[src/sv/bps_pkg.sv]
`timescale 1ns / 1ps
// ----------------------------------------------------------------------------
// bps_pkg: shared types and constants of the buzzer pattern sequencer
// Command and result beat layouts, mode and event codes, step store entry.
// ----------------------------------------------------------------------------
package bps_pkg;

  localparam int unsigned MAX_STEPS = 16;
  localparam int unsigned STORE_AW  = $clog2(MAX_STEPS);
  localparam int unsigned IDX_W     = 4;
  localparam int unsigned LEN_W     = 5;
  localparam int unsigned FREQ_W    = 16;
  localparam int unsigned DUR_W     = 16;
  localparam int unsigned TIME_W    = 32;
  localparam int unsigned MODE_W    = 3;
  localparam int unsigned CFG_IDX_W = 2;

  localparam int unsigned S_DATA_W  = 48;
  localparam int unsigned M_DATA_W  = 24;

  localparam logic [LEN_W-1:0]  MAX_STEPS_L     = LEN_W'(MAX_STEPS);
  localparam logic [FREQ_W-1:0] DEFAULT_FREQ_HZ = 16'd2000;

  typedef enum logic [MODE_W-1:0] {
    MODE_TICK   = 3'd0,
    MODE_ON     = 3'd1,
    MODE_OFF    = 3'd2,
    MODE_TOGGLE = 3'd3,
    MODE_BEEP   = 3'd4,
    MODE_TONE   = 3'd5,
    MODE_PLAY   = 3'd6,
    MODE_LOAD   = 3'd7
  } mode_e;

  typedef enum logic [1:0] {
    EV_NONE  = 2'd0,
    EV_START = 2'd1,
    EV_STOP  = 2'd2
  } tone_ev_e;

  typedef enum logic [CFG_IDX_W-1:0] {
    CFG_PASSIVE_MODE  = 2'd0,
    CFG_TONE_BACKEND  = 2'd1,
    CFG_ON_LEVEL      = 2'd2
  } cfg_idx_e;

  typedef struct packed {
    logic passive_mode;
    logic tone_backend_present;
    logic on_level;
  } cfg_t;

  typedef struct packed {
    mode_e              mode;
    logic [IDX_W-1:0]   step_index;
    logic               step_on;
    logic [FREQ_W-1:0]  tone_hz;
    logic [DUR_W-1:0]   length_ms;
    logic [LEN_W-1:0]   pattern_length;
    logic               repeat_enable;
  } cmd_t;

  typedef struct packed {
    logic               pin_level;
    tone_ev_e           tone_event;
    logic               tone_running;
    logic [FREQ_W-1:0]  tone_freq_hz;
    logic               pattern_active;
    logic               beep_active;
  } res_t;

  typedef struct packed {
    logic               on;
    logic [FREQ_W-1:0]  freq;
    logic [DUR_W-1:0]   dur;
  } step_t;

  // wrap-safe deadline check: now is at or past the end mark
  function automatic logic reached(input logic [TIME_W-1:0] now,
                                   input logic [TIME_W-1:0] end_ms);
    logic [TIME_W-1:0] diff;
    diff = now - end_ms;
    return ~diff[TIME_W-1];
  endfunction

endpackage

[src/sv/buzzer_pattern_sequencer_unit.sv]
`timescale 1ns / 1ps
// ----------------------------------------------------------------------------
// buzzer_pattern_sequencer_unit: buzzer controller with pattern playback
// Commands and millisecond ticks in, one status beat out per command.
// ----------------------------------------------------------------------------
//  channel   direction  beat contents
//  s_axis    in         command: tuser mode, tdata step/tone/pattern fields
//  m_axis    out        status: pin level, tone event, tone and pattern state
//  cfg       in         register write: passive, tone backend, polarity
//
//  one command per cycle while status beats are taken; each command's status beat
//  passes through the input register, update logic and result register
//  reset clears all control state; the step store is not cleared
//  a stalled result beat holds the command in the input register, so tready
//  drops only when both registers are full
// ----------------------------------------------------------------------------
module buzzer_pattern_sequencer_unit (
  input  logic                           clk_i,
  input  logic                           rst_ni,
  // tuser: mode[2:0]
  // tdata: step_index[3:0], step_on[4], tone_hz[20:5], length_ms[36:21],
  //        pattern_length[41:37], repeat_enable[42], zero[47:43]
  input  logic                           s_axis_tvalid,
  output logic                           s_axis_tready,
  input  logic [bps_pkg::S_DATA_W-1:0]   s_axis_tdata,
  input  logic [bps_pkg::MODE_W-1:0]     s_axis_tuser,
  // tdata: pin_level[0], tone_event[2:1], tone_running[3], tone_freq_hz[19:4],
  //        pattern_active[20], beep_active[21], zero[23:22]
  output logic                           m_axis_tvalid,
  input  logic                           m_axis_tready,
  output logic [bps_pkg::M_DATA_W-1:0]   m_axis_tdata,
  input  logic                           cfg_we_i,
  input  logic [bps_pkg::CFG_IDX_W-1:0]  cfg_idx_i,
  input  logic                           cfg_data_i
);
  import bps_pkg::*;

  cfg_t cfg_q;
  cmd_t cmd;
  res_t res;
  logic cmd_valid;
  logic out_space;
  logic fire;

  always_ff @(posedge clk_i or negedge rst_ni) begin
    if (!rst_ni) begin
      cfg_q <= '{passive_mode: 1'b0, tone_backend_present: 1'b0, on_level: 1'b1};
    end else if (cfg_we_i) begin
      unique case (cfg_idx_i)
        CFG_PASSIVE_MODE: cfg_q.passive_mode         <= cfg_data_i;
        CFG_TONE_BACKEND: cfg_q.tone_backend_present <= cfg_data_i;
        CFG_ON_LEVEL:     cfg_q.on_level             <= cfg_data_i;
        default: begin
        end
      endcase
    end
  end

  assign fire = cmd_valid & out_space;

  bps_in_stage u_in (
    .clk_i         (clk_i),
    .rst_ni        (rst_ni),
    .s_axis_tvalid (s_axis_tvalid),
    .s_axis_tready (s_axis_tready),
    .s_axis_tdata  (s_axis_tdata),
    .s_axis_tuser  (s_axis_tuser),
    .take_i        (fire),
    .valid_o       (cmd_valid),
    .cmd_o         (cmd)
  );

  bps_core u_core (
    .clk_i  (clk_i),
    .rst_ni (rst_ni),
    .cfg_i  (cfg_q),
    .fire_i (fire),
    .cmd_i  (cmd),
    .res_o  (res)
  );

  bps_out_stage u_out (
    .clk_i         (clk_i),
    .rst_ni        (rst_ni),
    .load_i        (fire),
    .res_i         (res),
    .space_o       (out_space),
    .m_axis_tvalid (m_axis_tvalid),
    .m_axis_tready (m_axis_tready),
    .m_axis_tdata  (m_axis_tdata)
  );

endmodule

[src/sv/bps_in_stage.sv]
`timescale 1ns / 1ps
// ----------------------------------------------------------------------------
// bps_in_stage: command input register
// Holds one command beat; refills in the cycle the held beat is consumed.
// ----------------------------------------------------------------------------
module bps_in_stage (
  input  logic                          clk_i,
  input  logic                          rst_ni,
  input  logic                          s_axis_tvalid,
  output logic                          s_axis_tready,
  input  logic [bps_pkg::S_DATA_W-1:0]  s_axis_tdata,
  input  logic [bps_pkg::MODE_W-1:0]    s_axis_tuser,
  input  logic                          take_i,
  output logic                          valid_o,
  output bps_pkg::cmd_t                 cmd_o
);
  import bps_pkg::*;

  logic valid_q, valid_d;
  cmd_t cmd_q;

  assign s_axis_tready = ~valid_q | take_i;

  always_comb begin
    valid_d = valid_q;
    if (s_axis_tready) begin
      valid_d = s_axis_tvalid;
    end
  end

  always_ff @(posedge clk_i or negedge rst_ni) begin
    if (!rst_ni) begin
      valid_q <= 1'b0;
    end else begin
      valid_q <= valid_d;
    end
  end

  always_ff @(posedge clk_i) begin
    if (s_axis_tready && s_axis_tvalid) begin
      cmd_q.mode           <= mode_e'(s_axis_tuser);
      cmd_q.step_index     <= s_axis_tdata[3:0];
      cmd_q.step_on        <= s_axis_tdata[4];
      cmd_q.tone_hz        <= s_axis_tdata[20:5];
      cmd_q.length_ms      <= s_axis_tdata[36:21];
      cmd_q.pattern_length <= s_axis_tdata[41:37];
      cmd_q.repeat_enable  <= s_axis_tdata[42];
    end
  end

  assign valid_o = valid_q;
  assign cmd_o   = cmd_q;

endmodule

[src/sv/bps_core.sv]
`timescale 1ns / 1ps
// ----------------------------------------------------------------------------
// bps_core: buzzer state, step store and per-command update
// One command is applied per fire; the result reflects the updated state.
// ----------------------------------------------------------------------------
module bps_core (
  input  logic            clk_i,
  input  logic            rst_ni,
  input  bps_pkg::cfg_t   cfg_i,
  input  logic            fire_i,
  input  bps_pkg::cmd_t   cmd_i,
  output bps_pkg::res_t   res_o
);
  import bps_pkg::*;

  logic [TIME_W-1:0] time_q, time_d;
  logic              sounding_q, sounding_d;
  logic              pin_on_q, pin_on_d;
  logic              tone_on_q, tone_on_d;
  logic              beep_q, beep_d;
  logic [TIME_W-1:0] beep_end_q, beep_end_d;
  logic              playing_q, playing_d;
  logic [LEN_W-1:0]  play_index_q, play_index_d;
  logic [LEN_W-1:0]  play_length_q, play_length_d;
  logic              play_repeat_q, play_repeat_d;
  logic [TIME_W-1:0] step_end_q, step_end_d;
  logic [FREQ_W-1:0] freq_q, freq_d;

  step_t store_q [MAX_STEPS];

  logic              tone_mode;
  logic [LEN_W-1:0]  idx_inc;
  logic              past_end;
  logic [LEN_W-1:0]  rd_idx;
  step_t             rd_step;
  logic              load_step;
  logic              do_drive;
  tone_ev_e          ev;

  assign tone_mode = cfg_i.passive_mode & cfg_i.tone_backend_present;
  assign idx_inc   = play_index_q + LEN_W'(1);
  assign past_end  = (idx_inc >= play_length_q);

  // the single store read: step 0 on play or on a wrap, otherwise the next step of a tick
  always_comb begin
    rd_idx = '0;
    if (cmd_i.mode != MODE_PLAY && !past_end) begin
      rd_idx = idx_inc;
    end
  end
  assign rd_step = store_q[rd_idx[STORE_AW-1:0]];

  always_comb begin
    time_d        = time_q;
    sounding_d    = sounding_q;
    pin_on_d      = pin_on_q;
    tone_on_d     = tone_on_q;
    beep_d        = beep_q;
    beep_end_d    = beep_end_q;
    playing_d     = playing_q;
    play_index_d  = play_index_q;
    play_length_d = play_length_q;
    play_repeat_d = play_repeat_q;
    step_end_d    = step_end_q;
    freq_d        = freq_q;
    load_step     = 1'b0;
    do_drive      = 1'b0;
    ev            = EV_NONE;

    unique case (cmd_i.mode)
      MODE_TICK: begin
        time_d = time_q + TIME_W'(1);
        if (playing_q && reached(time_d, step_end_q)) begin
          play_index_d = idx_inc;
          if (past_end && !play_repeat_q) begin
            // pattern over: buzzer off, any beep cancelled
            beep_d     = 1'b0;
            playing_d  = 1'b0;
            sounding_d = 1'b0;
            do_drive   = 1'b1;
          end else begin
            if (past_end) begin
              play_index_d = '0;
            end
            load_step = 1'b1;
          end
        end
        if (load_step) begin
          freq_d     = (rd_step.freq == '0) ? DEFAULT_FREQ_HZ : rd_step.freq;
          sounding_d = rd_step.on;
          do_drive   = 1'b1;
          step_end_d = time_d + TIME_W'(rd_step.dur);
        end
        if (beep_d && reached(time_d, beep_end_q)) begin
          beep_d     = 1'b0;
          sounding_d = 1'b0;
          do_drive   = 1'b1;
        end
      end
      MODE_ON, MODE_OFF, MODE_TOGGLE, MODE_TONE: begin
        beep_d    = 1'b0;
        playing_d = 1'b0;
        do_drive  = 1'b1;
        if (cmd_i.mode == MODE_OFF) begin
          sounding_d = 1'b0;
        end else if (cmd_i.mode == MODE_TOGGLE) begin
          sounding_d = ~sounding_q;
        end else begin
          sounding_d = 1'b1;
        end
        if (cmd_i.mode == MODE_TONE) begin
          freq_d = (cmd_i.tone_hz == '0) ? DEFAULT_FREQ_HZ : cmd_i.tone_hz;
        end
      end
      MODE_BEEP: begin
        playing_d  = 1'b0;
        sounding_d = 1'b1;
        do_drive   = 1'b1;
        beep_d     = 1'b1;
        beep_end_d = time_q + TIME_W'(cmd_i.length_ms);
      end
      MODE_PLAY: begin
        if (cmd_i.pattern_length != '0) begin
          play_length_d = (cmd_i.pattern_length > MAX_STEPS_L) ? MAX_STEPS_L
                                                               : cmd_i.pattern_length;
          play_index_d  = '0;
          play_repeat_d = cmd_i.repeat_enable;
          playing_d     = 1'b1;
          beep_d        = 1'b0;
          freq_d        = (rd_step.freq == '0) ? DEFAULT_FREQ_HZ : rd_step.freq;
          sounding_d    = rd_step.on;
          do_drive      = 1'b1;
          step_end_d    = time_q + TIME_W'(rd_step.dur);
        end
      end
      MODE_LOAD: begin
        // store write is done in its own clocked block
      end
      default: begin
      end
    endcase

    // every change of sounding is followed by a drive, so drive once with the final value
    if (do_drive) begin
      if (tone_mode) begin
        tone_on_d = sounding_d;
        ev        = sounding_d ? EV_START : EV_STOP;
      end else begin
        pin_on_d  = sounding_d;
      end
    end

    res_o.pin_level      = pin_on_d ? cfg_i.on_level : ~cfg_i.on_level;
    res_o.tone_event     = ev;
    res_o.tone_running   = tone_on_d;
    res_o.tone_freq_hz   = freq_d;
    res_o.pattern_active = playing_d;
    res_o.beep_active    = beep_d;
  end

  always_ff @(posedge clk_i or negedge rst_ni) begin
    if (!rst_ni) begin
      time_q        <= '0;
      sounding_q    <= 1'b0;
      pin_on_q      <= 1'b0;
      tone_on_q     <= 1'b0;
      beep_q        <= 1'b0;
      beep_end_q    <= '0;
      playing_q     <= 1'b0;
      play_index_q  <= '0;
      play_length_q <= '0;
      play_repeat_q <= 1'b0;
      step_end_q    <= '0;
      freq_q        <= DEFAULT_FREQ_HZ;
    end else if (fire_i) begin
      time_q        <= time_d;
      sounding_q    <= sounding_d;
      pin_on_q      <= pin_on_d;
      tone_on_q     <= tone_on_d;
      beep_q        <= beep_d;
      beep_end_q    <= beep_end_d;
      playing_q     <= playing_d;
      play_index_q  <= play_index_d;
      play_length_q <= play_length_d;
      play_repeat_q <= play_repeat_d;
      step_end_q    <= step_end_d;
      freq_q        <= freq_d;
    end
  end

  always_ff @(posedge clk_i) begin
    if (fire_i && cmd_i.mode == MODE_LOAD && {1'b0, cmd_i.step_index} < MAX_STEPS_L) begin
      store_q[cmd_i.step_index[STORE_AW-1:0]] <= '{on:   cmd_i.step_on,
                                                   freq: cmd_i.tone_hz,
                                                   dur:  cmd_i.length_ms};
    end
  end

  // a beep and a pattern never run together
  assert property (@(posedge clk_i) disable iff (!rst_ni) !(beep_q && playing_q))
    else $error("beep and pattern active at once");

  // while playing, the step index stays inside the loaded length
  assert property (@(posedge clk_i) disable iff (!rst_ni)
                   playing_q |-> (play_index_q < play_length_q) &&
                                 (play_length_q <= MAX_STEPS_L))
    else $error("pattern step index out of range");

  // tone generator state only moves on a command taken in tone mode
  assert property (@(posedge clk_i) disable iff (!rst_ni)
                   (tone_on_q != $past(tone_on_q)) |-> $past(fire_i && tone_mode))
    else $error("tone state changed outside tone mode");

  // the pin drive state only moves on a command taken in pin mode
  assert property (@(posedge clk_i) disable iff (!rst_ni)
                   (pin_on_q != $past(pin_on_q)) |-> $past(fire_i && !tone_mode))
    else $error("pin state changed in tone mode");

endmodule

[src/sv/bps_out_stage.sv]
`timescale 1ns / 1ps
// ----------------------------------------------------------------------------
// bps_out_stage: result register
// Holds one result beat until the sink takes it; reloads in the same cycle.
// ----------------------------------------------------------------------------
module bps_out_stage (
  input  logic                          clk_i,
  input  logic                          rst_ni,
  input  logic                          load_i,
  input  bps_pkg::res_t                 res_i,
  output logic                          space_o,
  output logic                          m_axis_tvalid,
  input  logic                          m_axis_tready,
  output logic [bps_pkg::M_DATA_W-1:0]  m_axis_tdata
);
  import bps_pkg::*;

  logic valid_q, valid_d;
  res_t res_q;

  assign space_o = ~valid_q | m_axis_tready;

  always_comb begin
    valid_d = valid_q;
    if (space_o) begin
      valid_d = load_i;
    end
  end

  always_ff @(posedge clk_i or negedge rst_ni) begin
    if (!rst_ni) begin
      valid_q <= 1'b0;
    end else begin
      valid_q <= valid_d;
    end
  end

  always_ff @(posedge clk_i) begin
    if (load_i) begin
      res_q <= res_i;
    end
  end

  assign m_axis_tvalid = valid_q;
  assign m_axis_tdata  = {2'b00,
                          res_q.beep_active,
                          res_q.pattern_active,
                          res_q.tone_freq_hz,
                          res_q.tone_running,
                          res_q.tone_event,
                          res_q.pin_level};

endmodule

[config.mk]
export PLATFORM = sky130hd
export DESIGN_NAME = buzzer_pattern_sequencer_unit
export DESIGN_NICKNAME = d
export VERILOG_FILES = /design/src/sv/bps_pkg.sv /design/src/sv/buzzer_pattern_sequencer_unit.sv /design/src/sv/bps_in_stage.sv /design/src/sv/bps_core.sv /design/src/sv/bps_out_stage.sv
export SDC_FILE = /design/constraint.sdc
export NUM_CORES = 1
export LEC_CHECK = 0
export BUFFER_PORTS_ARGS = -buffer_cell sky130_fd_sc_hd__clkbuf_2
export CORE_MARGIN = 2
export CORE_UTILIZATION = 38
export DETAILED_ROUTE_END_ITERATION = 10
export GPL_TIMING_DRIVEN = 0
export HOLD_SLACK_MARGIN = 0.05
export PLACE_DENSITY = 0.6
export SKIP_LAST_GASP = 1
export SLEW_MARGIN = 20
export SYNTH_ARGS = -nofsm -noshare
export SYNTH_HDL_FRONTEND = slang
export SYNTH_HIERARCHICAL = 1
export SYNTH_SLANG_ARGS = --single-unit
[constraint.sdc]
create_clock -name clk_i -period 7.35 [get_ports clk_i]
set_clock_uncertainty 0.15 [all_clocks]
set_input_delay 1.47 -clock clk_i [delete_from_list [all_inputs] [get_ports clk_i]]
set_output_delay 1.47 -clock clk_i [all_outputs]
set_load 0.02 [all_outputs]
==> impl_metrics.json, run 1 <==
{
  "status": "complete, no violations",
  "route.antenna.remaining_nets": 0,
  "portBuffers": 77,
  "multiInputGateArea_mm2": 0.0120,
  "fin_setup_tns_ps": 0,
  "antenna_found_initial": 2,
  "die_x_um": 303,
  "die_area_mm2": 0.0920,
  "p_leak_nw": 14.7,
  "fmax_mhz": 141,
  "final-max-slew-violation-count": 0,
  "slowest_stage": "mux4_2",
  "hpwlAfterDp_um": 64700,
  "p_comb_share_pct": 38.1,
  "setup_viol": 0,
  "postSynthAreaPerCell_um2": 12.4,
  "cpMostUsedCell": "buf_4",
  "drive_gt1_share_pct": 15.2,
  "tightest_slew_ps": 1200,
  "cts_root_buf": "clkbuf_16",
  "wl_per_cell_um": 22.4,
  "io-pin-count": 85,
  "fin_area_mm2": 0.0396,
  "cts_sinks": 729,
  "track_usage_pct": 20.3,
  "p_sw_share_pct": 37.4,
  "slowest_delay_ps": 620,
  "maxCapViolations": 0,
  "cts_buffers": 81,
  "seqPwrFrac_pct": 34.3,
  "firstDrtPassIters": 6,
  "netSwitchingPower_mw": 5.48,
  "num_rows": 109,
  "synth-edff-count": 596,
  "htree_levels": 3,
  "post-place-ws_ps": -3460,
  "grt_pass1_wl_um": 140000,
  "synth-seq-cells": 729,
  "die_h_um": 303,
  "hold_viol_final": 0,
  "total_power_mw": 14.6,
  "seq_area_mm2": 0.0212,
  "synthCells": 2747,
  "place_area_mm2": 0.0365,
  "yosys_warnings": 6,
  "power_density_mw_per_mm2": 370,
  "p_int_mw": 9.16,
  "viasPerCell": 5.48,
  "hold_buffers": 0,
  "yosysTopAreaCellShare_pct": 52.6,
  "synthArstFlopShare_pct": 18.2,
  "wl_um": 93200,
  "n_antenna_cell": 0,
  "drcViolationCount": 0,
  "yosysTopAreaCell": "edfxtp_1",
  "fin_crit_sh_pct": 96.3,
  "cts_tree": "yes",
  "final.min_clock_period_ps": 7070,
  "area_growth_pct": 16.2,
  "grt_max_degree": 76,
  "hp-class": "register to register",
  "grt-ovfl-total": 0,
  "synthTopCellsByArea": "edfxtp_1 (53%), dfrtp_1 (9.3%), nand2_1 (4.6%)",
  "rsz0062_at_grt": "false",
  "initial_utilization_pct": 38.5,
  "grt_pass1_vias": 22166,
  "peakVddDrop_uv": 228,
  "clk_pin_slew_ps": 60,
  "ys_types": 99,
  "synth_common_cells": "edfxtp_1 (596), nand2_1 (413), nor2_1 (142)",
  "crit_type": "register to register",
  "synthFlopType": "edfxtp_1",
  "worst_skew_pair.late_latency_ps": 650,
  "fp.coreArea_mm2": 0.0885,
  "nets": 3101,
  "dr_total_vias": 22846,
  "critPathRequiredTime_ps": 7710,
  "synth_seq_area_share_pct": 62.4,
  "drt-initial-drc-count": 2284,
  "fillCellCount": 7974,
  "netlist_area_mm2": 0.0340,
  "endpoint_kind": "register",
  "clockBufferDepth": 3,
  "cp_max_fo": 28,
  "gp_congestion": 0.871,
  "synth.most_common_cell": "edfxtp_1",
  "start_kind": "register",
  "worst_slew_margin_rel_pct": 19.0,
  "p_clk_share_pct": 27.5,
  "arrival_ps": 7440,
  "setup_slack_ps": 275
}
power by group through the flow:
stage               clock network, mW  logic [mW]  registers (mW)
finish                           4.03        5.58            5.02
global route                     4.29        5.99            5.06
CTS                              4.12        5.49            5.02
detailed placement                  0        5.22            5.10
global placement                    0        5.18            5.10
floorplan                           0        3.40            5.05
state kept, by name (all words and copies together), names as in the netlist, 3 cells and up:
name and count:
cfg_q 3, u_core/beep_end_q 32, u_core/freq_q 16, u_core/play_index_q 5, u_core/play_length_q 5, u_core/step_end_q 32, u_core/store_q 528, u_core/time_q 32
u_in/cmd_o 46, u_out/m_axis_tdata 22
per-layer routing:
metal / vias up / track usage (%) / routed length [µm]
li1: 10566 / - / -
met1: 11326 / 29.2 / 41700
met2: 824 / 32.2 / 43000
met3: 130 / 2.94 / 6560
met4: 0 / 5.67 / 1920
met5: - / 0 / 0
critical path: cells and delay by family (launching register included):
kind / cells / cell delay, ps
AOI/OAI and AO/OA: 10 / 1860
buffers and inverters: 7 / 1410
and+or+nand+nor: 4 / 970
xor gates and xnor gates: 2 / 320
DFF: 1 / 480
adders and majority gates: 3 / 990
muxes: 2 / 710
path summary, 6_finish.rpt:
kind                                   startpoint                     to  slack, ps  depth (start not counted)
max in group asynchronous                  rst_ni       u_core/freq_q[7]       5510                          2
hold / removal              u_core/beep_end_q[22]  u_core/beep_end_q[22]        330                          2
setup / recovery           u_core/play_index_q[0]  u_core/step_end_q[29]        280                         28
setup reg to reg           u_core/play_index_q[0]  u_core/step_end_q[29]        280                         28
min in group asynchronous                  rst_ni  u_core/beep_end_q[17]        740                          1
hold reg to reg             u_core/beep_end_q[22]  u_core/beep_end_q[22]        330                          2
timing repair:
item                                    4_1_cts  5_1_grt
cloned                                        1        0
setup buffers                                 9        1
endpoints found under the setup margin       33       15
pin swaps                                     9        6
hold endpoints to repair                      0        0
resized for setup                            86       11
cells by family after synthesis:
| kind of cell | synth area share, % |
|---|---|
| xor+xnor | 3.92 |
| fa+ha+maj | 3.76 |
| buf+inv | 3.22 |
| compound gates | 9.84 |
| other cells | 0.0110 |
| flops | 62.4 |
| mux | 4.48 |
| simple gates | 12.4 |
final cells by class:
type	instances	area share, %
sequential	729	53.7
multi-input combinational	1775	30.4
clock buffer	100	5.38
tap	1165	3.69
timing repair buffer	120	2.54
buffer	146	2.14
clock inverter	44	1.31
inverter	88	0.845
through the flow:
step,hold slack [ps],cells,utilization (%)
finish,327,4167,44.7
global route,344,4167,44.7
CTS,332,4167,44.6
detailed placement,318,4022,41.3
global placement,312,3990,40.6
floorplan,299,2748,-
cells in the final DEF, fill, tap and decap left out, drive strengths merged, types with 9 or more instances in the layout:
master	n
nor2b	13
dfrtp	126
and2	20
nand2b	22
or3	12
nand4	29
nand3	98
o22ai	79
nor2	144
inv	88
xor2	56
nor3	31
ha	99
or2	10
o21ai	115
a21boi	12
clkbuf	242
buf	123
mux2i	88
o31ai	9
nor4	16
edfxtp	596
mux2	17
a21o	23
a31oi	55
o21a	10
and3	65
a211oi	26
a221oi	12
clkinv	31
nand2	414
mux4	20
a21oi	72
xnor2	91
(Power assumes the default switching activity.)
==> inputs of run 2 (changes only) <==
--- a/config.mk
+++ b/config.mk
@@ -12,9 +12,9 @@
 export GPL_TIMING_DRIVEN = 0
 export HOLD_SLACK_MARGIN = 0.05
 export PLACE_DENSITY = 0.6
+export REMOVE_ABC_BUFFERS = 1
 export SKIP_LAST_GASP = 1
 export SLEW_MARGIN = 20
 export SYNTH_ARGS = -nofsm -noshare
 export SYNTH_HDL_FRONTEND = slang
-export SYNTH_HIERARCHICAL = 1
 export SYNTH_SLANG_ARGS = --single-unit
==> constraint.sdc (replaced) <==
create_clock -name clk_i -period 6.5 [get_ports clk_i]
set_clock_uncertainty 0.15 [all_clocks]
set_input_delay 1.3 -clock clk_i [delete_from_list [all_inputs] [get_ports clk_i]]
set_output_delay 1.3 -clock clk_i [all_outputs]
set_load 0.02 [all_outputs]
==> run 2 against run 1 <==
Effect of this change: final cell count up 1.1%; setup slack worse by 65 ps; highest routed layer unchanged; utilization is 0.66 points higher; critical path type unchanged.
==> impl_metrics.json, run 2 <==
{
  "critPathRequiredTime_ps": 6860,
  "drive_gt1_share_pct": 14.9,
  "antenna_found_initial": 0,
  "cts_sinks": 729,
  "grt_pass1_wl_um": 138000,
  "ys_types": 86,
  "synth_top_family_by_area": "simple AND/OR/NAND/NOR gates",
  "cts_buffers": 80,
  "fillCellCount": 7965,
  "multiInputGateArea_mm2": 0.0122,
  "largest_reg_flops": 528,
  "die_h_um": 302,
  "n_antenna_cell": 0,
  "cts_tree": "yes",
  "synthCells": 2863,
  "final.min_clock_period_ps": 6290,
  "yosys_warnings": 0,
  "hp-class": "register to register",
  "wl_um": 92100,
  "slowest_delay_ps": 480,
  "num_rows": 109,
  "arrival_ps": 6650,
  "synth_seq_area_share_pct": 62.7,
  "slowest_stage": "a2111o_2",
  "viasPerCell": 5.53,
  "yosysTopAreaCell": "edfxtp_1",
  "synthTopCellsByArea": "edfxtp_1 (53%), dfrtp_1 (9.3%), nand2_1 (5.1%)",
  "synth_compound_area_share_pct": 9.96,
  "grt_util_met3_pct": 2.80,
  "route.antenna.remaining_nets": 0,
  "maxCapViolations": 0,
  "busiest_layer": "met2",
  "layout_common_cells": "edfxtp_1 (596), nand2_1 (457), nor2_1 (161)",
  "worst_skew_pair.late_latency_ps": 630,
  "grt_pass1_vias": 22490,
  "drt-initial-drc-count": 1992,
  "cp_max_fo": 21,
  "grt_max_degree": 80,
  "muxShareOfSynthArea_pct": 2.09,
  "peakVddDrop_uv": 329,
  "ff2ff_setup_slack_ps": 210,
  "grt_use_met2_pct": 33.9,
  "crit_type": "register to register",
  "postSynthAreaPerCell_um2": 11.8,
  "fp.coreArea_mm2": 0.0884,
  "synth-xor-area-share_pct": 3.93,
  "wl_per_cell_um": 21.9,
  "setup.worst_path.start": "u_core.play_index_q[2]",
  "clk_pin_slew_ps": 60,
  "die_area_mm2": 0.0915,
  "start_kind": "register",
  "endpoint_kind": "register",
  "synthAdderAreaFrac_pct": 3.78,
  "setup_viol": 0,
  "tightest_slew_ps": 1050,
  "clockBufferDepth": 3,
  "cts_root_buf": "clkbuf_16",
  "min_path_cells": 2,
  "hold_viol_final": 0,
  "initial_utilization_pct": 38.3,
  "synth-seq-cells": 729,
  "firstDrtPassIters": 5,
  "portBuffers": 77,
  "gr-usage-met1_pct": 26.4,
  "synth-edff-count": 596,
  "fmax_mhz": 159,
  "yosysTopAreaCellShare_pct": 52.9,
  "drcViolationCount": 0,
  "min_to": "u_core.step_end_q[23]",
  "synth.most_common_cell": "edfxtp_1",
  "dr_total_vias": 23302,
  "power_density_mw_per_mm2": 406,
  "fin_setup_tns_ps": 0,
  "hpwlAfterDp_um": 61000,
  "track_usage_pct": 20.0,
  "p_leak_nw": 14.7,
  "holdWs_ps": 324,
  "grt-ovfl-total": 0,
  "status": "complete, no violations",
  "seq_area_mm2": 0.0212,
  "worst_slew_margin_rel_pct": 29.8,
  "crit-reg2reg-launch": "u_core.play_index_q[2]",
  "worstRegToRegCells": 30,
  "synthFlopType": "edfxtp_1",
  "io-pin-count": 85,
  "timing.rr.end": "u_core.step_end_q[22]",
  "gp_congestion": 0.839,
  "htree_levels": 3,
  "synthArstFlopShare_pct": 18.2,
  "final-max-slew-violation-count": 0,
  "area_growth_pct": 18.4,
  "netlist_area_mm2": 0.0338,
  "fin_crit_sh_pct": 96.8,
  "die_x_um": 302,
  "final_common_cell": "edfxtp_1",
  "nets": 3140,
  "synth_common_cells": "edfxtp_1 (596), nand2_1 (458), nor2_1 (176)",
  "hold_start": "u_core.step_end_q[23]",
  "synth-simple-area-share_pct": 14.4
}
run 2: logic make-up (layout without fill, tap and decap cells):
group,Yosys count,in the layout
and+or+nand+nor,1070,1072
DFF,729,729
muxes,63,63
adders and majority gates,101,101
xor gates and xnor gates,152,152
AOI/OAI and AO/OA,494,495
other,1,2
buffers and inverters,253,433
run 2: cell type report:
| type | instances | area share, % |
|---|---|---|
| flip-flops and latches | 729 | 53.0 |
| repair inverters | 1 | 0.0125 |
| repair buffers | 197 | 5.56 |
| multi-input cells | 1885 | 30.4 |
| clock buffers | 102 | 5.48 |
| well taps | 1165 | 3.64 |
| inverters | 86 | 0.824 |
| clock inverters | 47 | 1.13 |
run 2: layer usage:
metal	vias to the layer above	part of all wire, %
li1	10802	-
met1	11578	42
met3	159	6.0
met5	-	0
met4	0	2.7
met2	763	49
run 2: timing repair:
item                                    in CTS  in global routing
endpoints found under the hold margin        0                  0
buffers inserted                            19                 11
hold buffers                                 0                  0
gates cloned                                 4                  1
pin swaps                                   16                 17
gates resized for setup                     38                 25
endpoints found under the setup margin      80                 54
run 2: through the flow:
step / worst slack, ps / utilization, % / cell area (µm²) / instances / total power [mW]
after floorplan: -8770 / - / 33100 / 2697 / 9.35
after global placement: -22720 / 39.6 / 35000 / 3939 / 11.0
after detailed placement: -3040 / 41.7 / 36900 / 4029 / 11.4
after CTS: 2.52 / 45.1 / 39900 / 4201 / 16.2
after global routing: -15.2 / 45.4 / 40100 / 4212 / 17.1
final: 211 / 45.4 / 40100 / 4212 / 16.3
run 2: critical path, delay by kind of cell, from the launching register on:
family,cells,cell delay [ps]
compound gates,11,2050
buf+inv,8,1250
simple gates,7,1090
fa+ha+maj,2,760
flops,1,460
xor+xnor,2,380
run 2: how the worst max path moves through the flow:
stage | end | slack (ps)
finish | u_core.step_end_q[22] | 210
global route | u_core.step_end_q[22] | -20
CTS | u_core.step_end_q[22] | 3
detailed placement | u_core.step_end_q[21] | -3040
global placement | u_out.m_axis_tdata[12] | -22720
floorplan | u_out.m_axis_tdata[11] | -8770
run 2: where the power goes:
group	internal (mW)	switching, mW	total (mW)
Combinational	2.35	3.80	6.15
Sequential	5.33	0.234	5.57
Clock	2.68	1.89	4.57
